`config.mk`:
```
export PLATFORM = sky130hd
export DESIGN_NAME = quoted_string_unescape
export DESIGN_NICKNAME = d
export VERILOG_FILES = /design/src/rtl/qsu_pkg.sv /design/src/rtl/quoted_string_unescape.sv /design/src/rtl/qsu_front.sv /design/src/rtl/qsu_fifo.sv /design/src/rtl/qsu_back.sv
export SDC_FILE = /design/constraint.sdc
export NUM_CORES = 1
export LEC_CHECK = 0
export BUFFER_PORTS_ARGS = -buffer_cell sky130_fd_sc_hd__buf_2
export CORE_MARGIN = 2
export CORE_UTILIZATION = 55
export DETAILED_ROUTE_END_ITERATION = 16
export PLACE_DENSITY = 0.8
export SLEW_MARGIN = 20
export SYNTH_ARGS = -nofsm -noshare
export SYNTH_HDL_FRONTEND = slang
export SYNTH_HIERARCHICAL = 1
export SYNTH_SLANG_ARGS = --single-unit
```
`constraint.sdc`:
```
create_clock -name clk -period 6 [get_ports clk]
set_input_delay 1.2 -clock clk [delete_from_list [all_inputs] [get_ports clk]]
set_output_delay 1.2 -clock clk [all_outputs]
set_load 0.01 [all_outputs]
```
`src/rtl/qsu_pkg.sv`:
```
`timescale 1ns / 1ps
package qsu_pkg;

  // most results one input transaction can cause
  localparam int MAX_RES = 4;
  localparam int CNT_W   = $clog2(MAX_RES + 1);
  localparam int SLOT_W  = $clog2(MAX_RES);

  typedef enum logic [9:0] {
    PH_START = 10'b00_0000_0001,
    PH_BODY  = 10'b00_0000_0010,
    PH_ESC   = 10'b00_0000_0100,
    PH_X1    = 10'b00_0000_1000,
    PH_X2    = 10'b00_0001_0000,
    PH_U0    = 10'b00_0010_0000,
    PH_U1    = 10'b00_0100_0000,
    PH_U2    = 10'b00_1000_0000,
    PH_U3    = 10'b01_0000_0000,
    PH_SKIP  = 10'b10_0000_0000
  } phase_t;

  typedef enum logic [1:0] {
    KIND_DATA = 2'd0,
    KIND_DONE = 2'd1,
    KIND_ERR  = 2'd2
  } kind_t;

  typedef struct packed {
    logic [7:0] data;
    kind_t      kind;
  } result_t;

  // all results of one input transaction, slot 0 first
  typedef struct packed {
    logic [CNT_W-1:0]          count;
    result_t [MAX_RES-1:0]     res;
  } bundle_t;

  typedef struct packed {
    logic    valid;
    bundle_t bundle;
  } push_t;

  localparam logic [7:0] CH_QUOTE  = 8'h22;
  localparam logic [7:0] CH_BSLASH = 8'h5c;
  localparam logic [7:0] CH_R      = 8'h72;
  localparam logic [7:0] CH_N      = 8'h6e;
  localparam logic [7:0] CH_T      = 8'h74;
  localparam logic [7:0] CH_X      = 8'h78;
  localparam logic [7:0] CH_U      = 8'h75;
  localparam logic [7:0] CH_0      = 8'h30;
  localparam logic [7:0] CH_9      = 8'h39;
  localparam logic [7:0] CH_A_LO   = 8'h61;
  localparam logic [7:0] CH_F_LO   = 8'h66;
  localparam logic [7:0] BYTE_CR   = 8'h0d;
  localparam logic [7:0] BYTE_LF   = 8'h0a;
  localparam logic [7:0] BYTE_TAB  = 8'h09;

  localparam logic [15:0] UTF8_MAX1 = 16'h007f;
  localparam logic [15:0] UTF8_MAX2 = 16'h07ff;
  localparam logic [7:0]  UTF8_LEAD2 = 8'hc0;
  localparam logic [7:0]  UTF8_LEAD3 = 8'he0;
  localparam logic [7:0]  UTF8_CONT  = 8'h80;
  localparam logic [5:0]  UTF8_MASK  = 6'h3f;

  // {valid, value} of a lower-case hex digit
  function automatic logic [4:0] hex_digit(input logic [7:0] b);
    logic [7:0] v;
    v = 8'd0;
    if (b >= CH_0 && b <= CH_9) begin
      v = b - CH_0;
      return {1'b1, v[3:0]};
    end else if (b >= CH_A_LO && b <= CH_F_LO) begin
      v = b - CH_A_LO + 8'd10;
      return {1'b1, v[3:0]};
    end
    return 5'd0;
  endfunction

endpackage

```
`src/rtl/quoted_string_unescape.sv`:
```
`timescale 1ns / 1ps
// channel | dir | handshake         | payload
// s_*     | in  | s_tvalid/s_tready | s_tdata[7:0] in_byte, s_tlast token_end
// m_*     | out | m_tvalid/m_tready | m_tdata[7:0] out_byte, m_tuser[1:0] kind,
//         |     |                   | m_tlast run_last
//
// Input side takes one byte per cycle while the bundle queue has room.
// Each input transaction makes 0..4 results; the output side sends one result
// per cycle while m_tready is high, so an input with n results takes n transfers.
// Sustained rate (m_tready high): 1 input per cycle, results avg <= 1 per input.
// rst (synchronous) returns the parser to expecting the opening quote and
// empties the queue and output register; no clearing pass.
// Output stalls fill the queue and then drop s_tready; input gaps only drain it.
module quoted_string_unescape #(
  parameter int QUEUE_DEPTH = 4
) (
  input  logic       clk,
  input  logic       rst,
  // input stream
  input  logic       s_tvalid,
  output logic       s_tready,
  input  logic [7:0] s_tdata,   // [7:0] in_byte
  input  logic       s_tlast,   // token_end
  // result stream
  output logic       m_tvalid,
  input  logic       m_tready,
  output logic [7:0] m_tdata,   // [7:0] out_byte
  output logic [1:0] m_tuser,   // [1:0] kind: 0 data, 1 done, 2 error
  output logic       m_tlast    // run_last
);
  import qsu_pkg::*;

  push_t   push;
  bundle_t head;
  logic    full;
  logic    head_valid;
  logic    pop;

  // front accepts only when a queue slot is free, whatever the parse state
  assign s_tready = !full;

  // parser: phase tracking, hex gathering, UTF-8 encode; bundles all
  // results of one input transaction
  qsu_front u_front (
    .clk      (clk),
    .rst      (rst),
    .in_valid (s_tvalid),
    .in_ready (s_tready),
    .in_byte  (s_tdata),
    .in_last  (s_tlast),
    .push     (push)
  );

  // short bundle queue decouples parsing from result delivery
  qsu_fifo #(
    .DEPTH (QUEUE_DEPTH)
  ) u_fifo (
    .clk        (clk),
    .rst        (rst),
    .push       (push),
    .pop        (pop),
    .full       (full),
    .head_valid (head_valid),
    .head       (head)
  );

  // serializer: one result per cycle into the output register while m_tready allows
  qsu_back u_back (
    .clk        (clk),
    .rst        (rst),
    .head_valid (head_valid),
    .head       (head),
    .pop        (pop),
    .out_valid  (m_tvalid),
    .out_ready  (m_tready),
    .out_byte   (m_tdata),
    .out_kind   (m_tuser),
    .out_last   (m_tlast)
  );

  a_kind_code: assert property (@(posedge clk) disable iff (rst)
    m_tvalid |-> (m_tuser == KIND_DATA || m_tuser == KIND_DONE || m_tuser == KIND_ERR))
    else $error("bad result kind");
  a_status_last: assert property (@(posedge clk) disable iff (rst)
    m_tvalid && (m_tuser == KIND_DONE || m_tuser == KIND_ERR) |-> m_tdata == 8'd0)
    else $error("status result carries data");
  a_accept_room: assert property (@(posedge clk) disable iff (rst)
    s_tvalid && s_tready |-> !full)
    else $error("accepted into full queue");

endmodule

```
`src/rtl/qsu_front.sv`:
```
`timescale 1ns / 1ps
module qsu_front (
  input  logic             clk,
  input  logic             rst,
  input  logic             in_valid,
  input  logic             in_ready,
  input  logic [7:0]       in_byte,
  input  logic             in_last,
  output qsu_pkg::push_t   push
);
  import qsu_pkg::*;

  phase_t      phase, ph_next;
  logic [15:0] acc, acc_next;
  bundle_t     bnd;
  logic [4:0]  hx;
  logic        dig_ok;
  logic [3:0]  dig;
  logic        body_sel;
  logic [15:0] cp;
  logic        accept;

  assign accept = in_valid && in_ready;

  function automatic bundle_t put(input bundle_t bi, input logic [7:0] d, input kind_t k);
    bundle_t bo;
    bo = bi;
    bo.res[bi.count[SLOT_W-1:0]] = '{data: d, kind: k};
    bo.count = bi.count + CNT_W'(1);
    return bo;
  endfunction

  always_comb begin
    hx       = hex_digit(in_byte);
    dig_ok   = hx[4];
    dig      = hx[3:0];
    ph_next  = phase;
    acc_next = acc;
    bnd      = '0;
    body_sel = 1'b0;
    cp       = {acc[11:0], dig};

    case (phase)
      PH_START: begin
        if (in_byte == CH_QUOTE) begin
          ph_next = PH_BODY;
        end else begin
          bnd     = put(bnd, 8'd0, KIND_ERR);
          ph_next = PH_SKIP;
        end
      end
      PH_BODY: begin
        body_sel = 1'b1;
      end
      PH_ESC: begin
        ph_next = PH_BODY;
        case (in_byte)
          CH_R:      bnd = put(bnd, BYTE_CR, KIND_DATA);
          CH_N:      bnd = put(bnd, BYTE_LF, KIND_DATA);
          CH_T:      bnd = put(bnd, BYTE_TAB, KIND_DATA);
          CH_BSLASH: bnd = put(bnd, CH_BSLASH, KIND_DATA);
          CH_QUOTE:  bnd = put(bnd, CH_QUOTE, KIND_DATA);
          CH_X:      ph_next = PH_X1;
          CH_U: begin
            acc_next = 16'd0;
            ph_next  = PH_U0;
          end
          default: begin
            bnd     = put(bnd, 8'd0, KIND_ERR);
            ph_next = PH_SKIP;
          end
        endcase
      end
      PH_X1: begin
        if (!dig_ok) begin
          bnd     = put(bnd, 8'd0, KIND_ERR);
          ph_next = PH_SKIP;
        end else begin
          acc_next = {12'd0, dig};
          ph_next  = PH_X2;
        end
      end
      PH_X2: begin
        ph_next = PH_BODY;
        if (dig_ok) begin
          bnd = put(bnd, {acc[3:0], dig}, KIND_DATA);
        end else begin
          // lone digit flushed, this byte then taken as a string byte
          bnd      = put(bnd, {4'd0, acc[3:0]}, KIND_DATA);
          body_sel = 1'b1;
        end
      end
      PH_U0, PH_U1, PH_U2: begin
        if (!dig_ok) begin
          bnd     = put(bnd, 8'd0, KIND_ERR);
          ph_next = PH_SKIP;
        end else begin
          acc_next = cp;
          ph_next  = (phase == PH_U0) ? PH_U1 : (phase == PH_U1) ? PH_U2 : PH_U3;
        end
      end
      PH_U3: begin
        if (!dig_ok) begin
          bnd     = put(bnd, 8'd0, KIND_ERR);
          ph_next = PH_SKIP;
        end else begin
          acc_next = cp;
          ph_next  = PH_BODY;
          if (cp <= UTF8_MAX1) begin
            bnd = put(bnd, cp[7:0], KIND_DATA);
          end else if (cp <= UTF8_MAX2) begin
            bnd = put(bnd, UTF8_LEAD2 | {3'd0, cp[10:6]}, KIND_DATA);
            bnd = put(bnd, UTF8_CONT | {2'd0, cp[5:0] & UTF8_MASK}, KIND_DATA);
          end else begin
            bnd = put(bnd, UTF8_LEAD3 | {4'd0, cp[15:12]}, KIND_DATA);
            bnd = put(bnd, UTF8_CONT | {2'd0, cp[11:6] & UTF8_MASK}, KIND_DATA);
            bnd = put(bnd, UTF8_CONT | {2'd0, cp[5:0] & UTF8_MASK}, KIND_DATA);
          end
        end
      end
      PH_SKIP: begin
        ph_next = PH_SKIP;
      end
      default: begin
        ph_next = PH_SKIP;
      end
    endcase

    if (body_sel) begin
      if (in_byte == CH_QUOTE) begin
        bnd     = put(bnd, 8'd0, KIND_DONE);
        ph_next = PH_SKIP;
      end else if (in_byte == CH_BSLASH) begin
        ph_next = PH_ESC;
      end else begin
        bnd = put(bnd, in_byte, KIND_DATA);
      end
    end

    // end of token: close out whatever is open
    if (in_last) begin
      if (ph_next == PH_BODY) begin
        bnd = put(bnd, 8'd0, KIND_DONE);
      end else if (ph_next == PH_X2) begin
        bnd = put(bnd, {4'd0, acc_next[3:0]}, KIND_DATA);
        bnd = put(bnd, 8'd0, KIND_DONE);
      end else if (ph_next != PH_SKIP) begin
        bnd = put(bnd, 8'd0, KIND_ERR);
      end
      ph_next  = PH_START;
      acc_next = 16'd0;
    end
  end

  always_ff @(posedge clk) begin
    if (rst) begin
      phase <= PH_START;
      acc   <= 16'd0;
    end else if (accept) begin
      phase <= ph_next;
      acc   <= acc_next;
    end
  end

  assign push.valid  = accept && (bnd.count != '0);
  assign push.bundle = bnd;

  a_mid_token: assert property (@(posedge clk) disable iff (rst)
    accept && !in_last |=> phase != PH_START)
    else $error("front back at start mid token");
  a_token_end: assert property (@(posedge clk) disable iff (rst)
    accept && in_last |=> phase == PH_START && acc == 16'd0)
    else $error("front not reset at token end");
  a_count: assert property (@(posedge clk) disable iff (rst)
    push.valid |-> push.bundle.count <= CNT_W'(MAX_RES))
    else $error("bundle overflow");

endmodule

```
`src/rtl/qsu_fifo.sv`:
```
`timescale 1ns / 1ps
module qsu_fifo #(
  parameter int DEPTH = 4
) (
  input  logic              clk,
  input  logic              rst,
  input  qsu_pkg::push_t    push,
  input  logic              pop,
  output logic              full,
  output logic              head_valid,
  output qsu_pkg::bundle_t  head
);
  import qsu_pkg::*;

  localparam int PTR_W = (DEPTH > 1) ? $clog2(DEPTH) : 1;
  localparam int CNT_W2 = $clog2(DEPTH + 1);

  bundle_t             slots [DEPTH];
  logic [PTR_W-1:0]    wr_ptr, rd_ptr;
  logic [CNT_W2-1:0]   fill;
  logic                do_pop;

  assign full       = (fill == CNT_W2'(DEPTH));
  assign head_valid = (fill != '0);
  assign head       = slots[rd_ptr];
  assign do_pop     = pop && head_valid;

  always_ff @(posedge clk) begin
    if (push.valid) begin
      slots[wr_ptr] <= push.bundle;
    end
  end

  always_ff @(posedge clk) begin
    if (rst) begin
      wr_ptr <= '0;
      rd_ptr <= '0;
      fill   <= '0;
    end else begin
      if (push.valid) begin
        wr_ptr <= (wr_ptr == PTR_W'(DEPTH - 1)) ? '0 : wr_ptr + PTR_W'(1);
      end
      if (do_pop) begin
        rd_ptr <= (rd_ptr == PTR_W'(DEPTH - 1)) ? '0 : rd_ptr + PTR_W'(1);
      end
      case ({push.valid, do_pop})
        2'b10:   fill <= fill + CNT_W2'(1);
        2'b01:   fill <= fill - CNT_W2'(1);
        default: fill <= fill;
      endcase
    end
  end

  a_no_overrun: assert property (@(posedge clk) disable iff (rst)
    full |-> !push.valid)
    else $error("push into full queue");
  a_fill_range: assert property (@(posedge clk) disable iff (rst)
    fill <= CNT_W2'(DEPTH))
    else $error("queue fill out of range");
  a_ptr_sync: assert property (@(posedge clk) disable iff (rst)
    (fill == '0) |-> (wr_ptr == rd_ptr))
    else $error("empty queue with split pointers");

endmodule

```
`src/rtl/qsu_back.sv`:
```
`timescale 1ns / 1ps
module qsu_back (
  input  logic              clk,
  input  logic              rst,
  input  logic              head_valid,
  input  qsu_pkg::bundle_t  head,
  output logic              pop,
  output logic              out_valid,
  input  logic              out_ready,
  output logic [7:0]        out_byte,
  output logic [1:0]        out_kind,
  output logic              out_last
);
  import qsu_pkg::*;

  logic [SLOT_W-1:0] idx;
  logic              load;
  logic              at_end;
  result_t           cur;

  assign cur    = head.res[idx];
  assign at_end = (CNT_W'(idx) + CNT_W'(1)) == head.count;
  assign load   = head_valid && (!out_valid || out_ready);
  assign pop    = load && at_end;

  always_ff @(posedge clk) begin
    if (rst) begin
      idx       <= '0;
      out_valid <= 1'b0;
    end else begin
      if (load) begin
        out_valid <= 1'b1;
        idx       <= at_end ? '0 : idx + SLOT_W'(1);
      end else if (out_ready) begin
        out_valid <= 1'b0;
      end
    end
  end

  always_ff @(posedge clk) begin
    if (load) begin
      out_byte <= cur.data;
      out_kind <= cur.kind;
      out_last <= at_end;
    end
  end

  a_idx_range: assert property (@(posedge clk) disable iff (rst)
    head_valid |-> CNT_W'(idx) < head.count)
    else $error("slot index past bundle");
  a_idx_home: assert property (@(posedge clk) disable iff (rst)
    pop |=> idx == '0)
    else $error("slot index not rewound after pop");
  a_nonempty: assert property (@(posedge clk) disable iff (rst)
    head_valid |-> head.count != '0)
    else $error("empty bundle queued");

endmodule
```
-- Yosys cells after proc, flatten, opt, wreduce, memory -nomap -nowiden
Memories as Yosys holds them, arrays and structs flattened. A register that Yosys moved wholly into a read port is not among the register bits.
Cells that the tools add are included.
- output and inout bits: 13
- memory bits (writable): 172
- word-level logic and storage cells: 160
- memories: 1
- flip-flop bits (word level): 43
- bitwise gates (word level): 12
- $add $sub $neg: 12
- mux-type cells: 59
- reductions and logical operators: 24
- equality and inequality tests: 28
- magnitude comparators: 13
- memory list (name ; depth ; bits a word ; read ports ; clocked after memory_dff ; write ports ; RTL line ; source):
    u_fifo.slots ; 4 ; 43 ; 1 ; 1 ; 1 ; qsu_fifo.sv:18 ; bundle_t slots [DEPTH];
- operators with widths (cell ; number):
    two-way mux 43 bit ; 9
    case mux 41 bit (6 select lines) ; 1
    case mux 43 bit (5 select lines) ; 1
    AND 36 bit ; 4
    NOT 36 bit ; 4
    two-way mux 10 bit ; 14
    two-way mux 41 bit ; 3
    bitwise mux 40 bit ; 2
    case mux 10 bit (7 select lines) ; 1
    demux 10 bit (select 2 bit) ; 3
    == test 8 x 7 -> 1 bit (second input constant) ; 6
    two-way mux 12 bit ; 4
    case mux 12 bit (3 select lines) ; 1
    case mux 10 bit (3 select lines) ; 1
    binary-select mux 10 bit (select 2 bit) ; 1
    == test 10 x 2 -> 1 bit (second input constant) ; 2
    == test 10 x 5 -> 1 bit (second input constant) ; 2
    <= comparator 16 x 11 -> 1 bit (second input constant) ; 1
    <= comparator 16 x 7 -> 1 bit (second input constant) ; 1
    OR 4 bit ; 4
    two-way mux 5 bit ; 3
    adder 3 x 1 -> 3 bit (second input constant) ; 4
    < comparator 2 x 3 -> 1 bit (second input constant) ; 4
    == test 10 x 1 -> 1 bit (second input constant) ; 1
    other kinds (40) ; 71

-- Logic depth before layout (Yosys ltp)
- word-level depth: 32
- gate-level depth with buffers: 24
- depth with buffers taken out: 21

-- Hierarchy
The synthesis kept the hierarchy.
- by module, submodules not included (module ; cells each ; seq. area each (um2) ; area each (um2) ; times used):
    qsu_fifo ; 274 ; 5345.1 ; 6720.2 ; 1
    qsu_front ; 422 ; 440.4 ; 2760.1 ; 1
    qsu_back ; 43 ; 390.4 ; 795.8 ; 1
    quoted_string_unescape ; 1 ; 0.0 ; 3.8 ; 1

-- Worst setup path before layout
No wires, ideal clock.
- path kind: input to register
- start: in s_tdata[0]
- end: mem u_fifo/slots[0][0] (netlist name), enable pin
- path slack: 0.206 ns
- cell stages on the path: 17
- path buffers: 2
- arrival time: 5.389 ns
- required time: 5.595 ns
- path through: clkbuf_1 -> inv_1 -> ha_1 -> nor3b_1 -> nor4_4 -> nor2_2 -> o2bb2ai_1 -> or3_4 -> inv_1 -> ha_1 -> nor3_1 -> or2_1 -> buf_2 -> inv_2 -> a41o_1 -> a21oi_1 -> and2_1
- RTL lines (what ; RTL line ; source):
    start, declared ; quoted_string_unescape.sv:22 ; input logic [7:0] s_tdata,
    end, declared ; qsu_fifo.sv:18 ;

==> reports/metrics.cfg <==
[placed_design]
gp_congestion=0.974
portBuffers=25
dpl.hpwl_mm=16.1

[cts]
cts-resized-gates=0
cts_tree=done
h-tree-depth=1
cts-root-buf=clkbuf_16
cts_setup_buffers=0
hold_buffers=0
clk_latency_ns=0.50
numClockSinks=217
clkTransAtPathRegs_ns=0.06
cts_made_buffers=22
clk_path_buf_depth=3

[detailed_routing]
drt_iter0_drc=528
drt_wl_total_mm=23.6
route.detailed.drc=0
dr.pass1.iters=5
ant_nets=0
vias=6525
via_per_inst=6.45
wl_per_cell_um=23.4

[worst_setup_path]
critPathMaxFanout=11
crit_path_end_kind=flip-flop
path_class=primary input to flip-flop
crit_arrival_ns=5.68
startpoint_type=primary input
required_ns=6.42

[timing]
tns_ns=0
hold_violations=0
fmax_mhz=190
fin_crit_sh_pct=87.7
worst_pin_slew_ns=0.933
finalSetupViolCount=0
fin_worst_skew_ns=0.0105
relSlewSlack_pct=37.7
min_period_ns=5.26
rsz0062_at_grt=false
drv_slew=0

[grt]
grt_antenna_before_repair=0
grt_max_degree=44
grt_pass1_vias=6431
grt_pass1_wl_mm=37.0
gr-usage-all-layers_pct=24.2
overflow=0

[cells_and_area]
drive_above_1_share_pct=18.2
n_antenna_cell=0
area_delta_synth_final_pct=10.3
nNetsFinal=797
fin_util_pct=62.5
fillers=1334

[synth]
yosysWarnings=6
postSynthAreaPerCell_um2=13.9
synth-seq-cells=217
synth_area_um2=10300
synthCells=740
synth_edf_count=183
yosys_most_used_dff=edfxtp_1
synthArstFlopShare_pct=0
synth_cell_types=82
synth-seq-area-share_pct=60.1

[die]
die_y_um=141
core_um2=18100
rows=49
start_util_pct=56.6
die_w_um=141
ioPinCount=26
die_area_um2=19800

[min_path]
hold_class=flip-flop to flip-flop

[run_status]
status=completed

[power_and_ir_drop]
vdd_ir_drop_max_mv=0.149
p_leak_nw=3.74
power_density_nw_per_um2=300

[job]
maxCapViolations=0

[Yosys cell counts, types with 9 or more instances]
| cell type | count | area share (%) |
|---|---|---|
| a22oi_1 | 12 | 0.88 |
| o21ai_0 | 12 | 0.58 |
| nand2_1 | 36 | 1.3 |
| dfxtp_1 | 34 | 6.6 |
| a21oi_1 | 52 | 2.5 |
| and2_1 | 19 | 1.2 |
| ha_1 | 17 | 2.1 |
| clkbuf_1 | 24 | 0.88 |
| nor2_1 | 88 | 3.2 |
| mux4_1 | 13 | 3.3 |
| buf_2 | 9 | 0.44 |
| inv_1 | 23 | 0.84 |
| mux4_2 | 40 | 8.8 |
| edfxtp_1 | 183 | 53 |
| nor3_1 | 23 | 1.1 |
[cell type report]
type	count	area (um2)	area share, %
well taps	229	287	2.53
multi-input cells	456	3760	33.1
inverters	25	93.8	0.828
clock buffers	29	598	5.28
clock inverters	11	103	0.905
flip-flops and latches	217	6180	54.5
repair buffers	44	318	2.80
[kinds of logic (layout without fill, tap and decap cells)]
family / after synthesis / after routing / share of synthesized area [%]
AO/OA/AOI/OAI: 131 / 131 / 8.33
XOR/XNOR: 12 / 12 / 1.20
flip-flops: 217 / 217 / 60.1
buffers and inverters: 68 / 109 / 3.46
adder cells (fa/ha/maj): 18 / 18 / 2.26
other: 1 / 2 / 0.0365
AND/OR/NAND/NOR: 236 / 236 / 12.1
multiplexers: 57 / 57 / 12.5
[flip-flops by register name, summed over array words and instances (netlist names), named ones only]
register / cells
u_fifo/rd_ptr: 2
u_fifo/slots: 172
u_back/out_byte: 8
u_back/out_valid: 1
u_fifo/fill: 3
u_front/acc: 12
u_front/phase: 10
u_fifo/wr_ptr: 2
u_back/out_last: 1
u_back/idx: 2
u_back/out_kind: 2
[layout by cell type (no fill, tap or decap), types with 5 or more instances in the layout]
cell,n
or3_1,5
nand2b_1,7
edfxtp_1,183
buf_2,25
ha_1,17
clkbuf_1,6
nand4_1,7
mux4_2,40
xor2_1,6
o21ai_0,12
nand3_1,6
nor2_1,88
clkinv_1,5
xnor2_1,5
nor3_1,23
a211oi_1,7
mux4_1,13
buf_4,15
nor4_1,7
and2_1,15
nand2_1,36
clkbuf_16,23
a31oi_1,7
a21oi_1,52
inv_1,23
a22oi_1,12
dfxtp_1,32
[path summary, 6_finish.rpt]
| kind | depth (start not counted) | to | startpoint | slack (ns) |
|---|---|---|---|---|
| worst max-delay path | 22 | u_fifo/fill[2] | s_tdata[1] | 0.74 |
| worst min-delay path | 2 | flip-flop | u_fifo/rd_ptr[0] | 0.51 |
| worst max register to register | 19 | u_fifo/fill[2] | u_front/phase[7] | 1.28 |
| worst min register to register | 2 | flip-flop | u_fifo/rd_ptr[0] | 0.51 |
[worst max-delay path, cell delays in order]
cell and delay, ns:
buf_2 0.21, inv_1 0.09, ha_1 0.26, nor3b_1 0.19, nor4_4 0.41, nor2_2 0.10, o2bb2ai_1 0.16, or3_4 0.44
inv_1 0.11, ha_1 0.24, nor3_1 0.16, or2_1 0.15, ha_1 0.25, nor3_1 0.18, a21oi_1 0.17, inv_1 0.11
ha_1 0.19, inv_1 0.06, fa_1 0.37, xor2_1 0.16, or3_1 0.31, a21oi_1 0.14
[metrics by stage]
stage	setup slack [ns]	hold slack [ns]	power [W]	cell area, um2	cells
after global placement	0.379	0.467	0.00211	10600	971
after detailed placement	0.258	0.493	0.00213	10600	971
after CTS	0.762	0.501	0.00343	11300	1011
after global routing	0.296	0.539	0.00351	11300	1011
after floorplan	0.206	0.456	0.00202	10300	741
final	0.740	0.510	0.00341	11300	1011
[per-layer routing]
metal  part of all wire, %  global-route usage [%]  up-vias
li1                      -                       -     2931
met1                    44                    35.7     3263
met2                    47                    38.7      287
met3                   6.6                    3.16       44
met4                   2.3                    6.32        0
met5                     0                       0        -
[power breakdown]
group          internal [W]  leakage (nW)  switching (W)
sequential          0.00172          1.94      0.0000459
clock              0.000786         0.342       0.000525
combinational      0.000143          1.45       0.000182
total               0.00265          3.74       0.000753
Note: power is estimated with default switching activity, not from simulation.
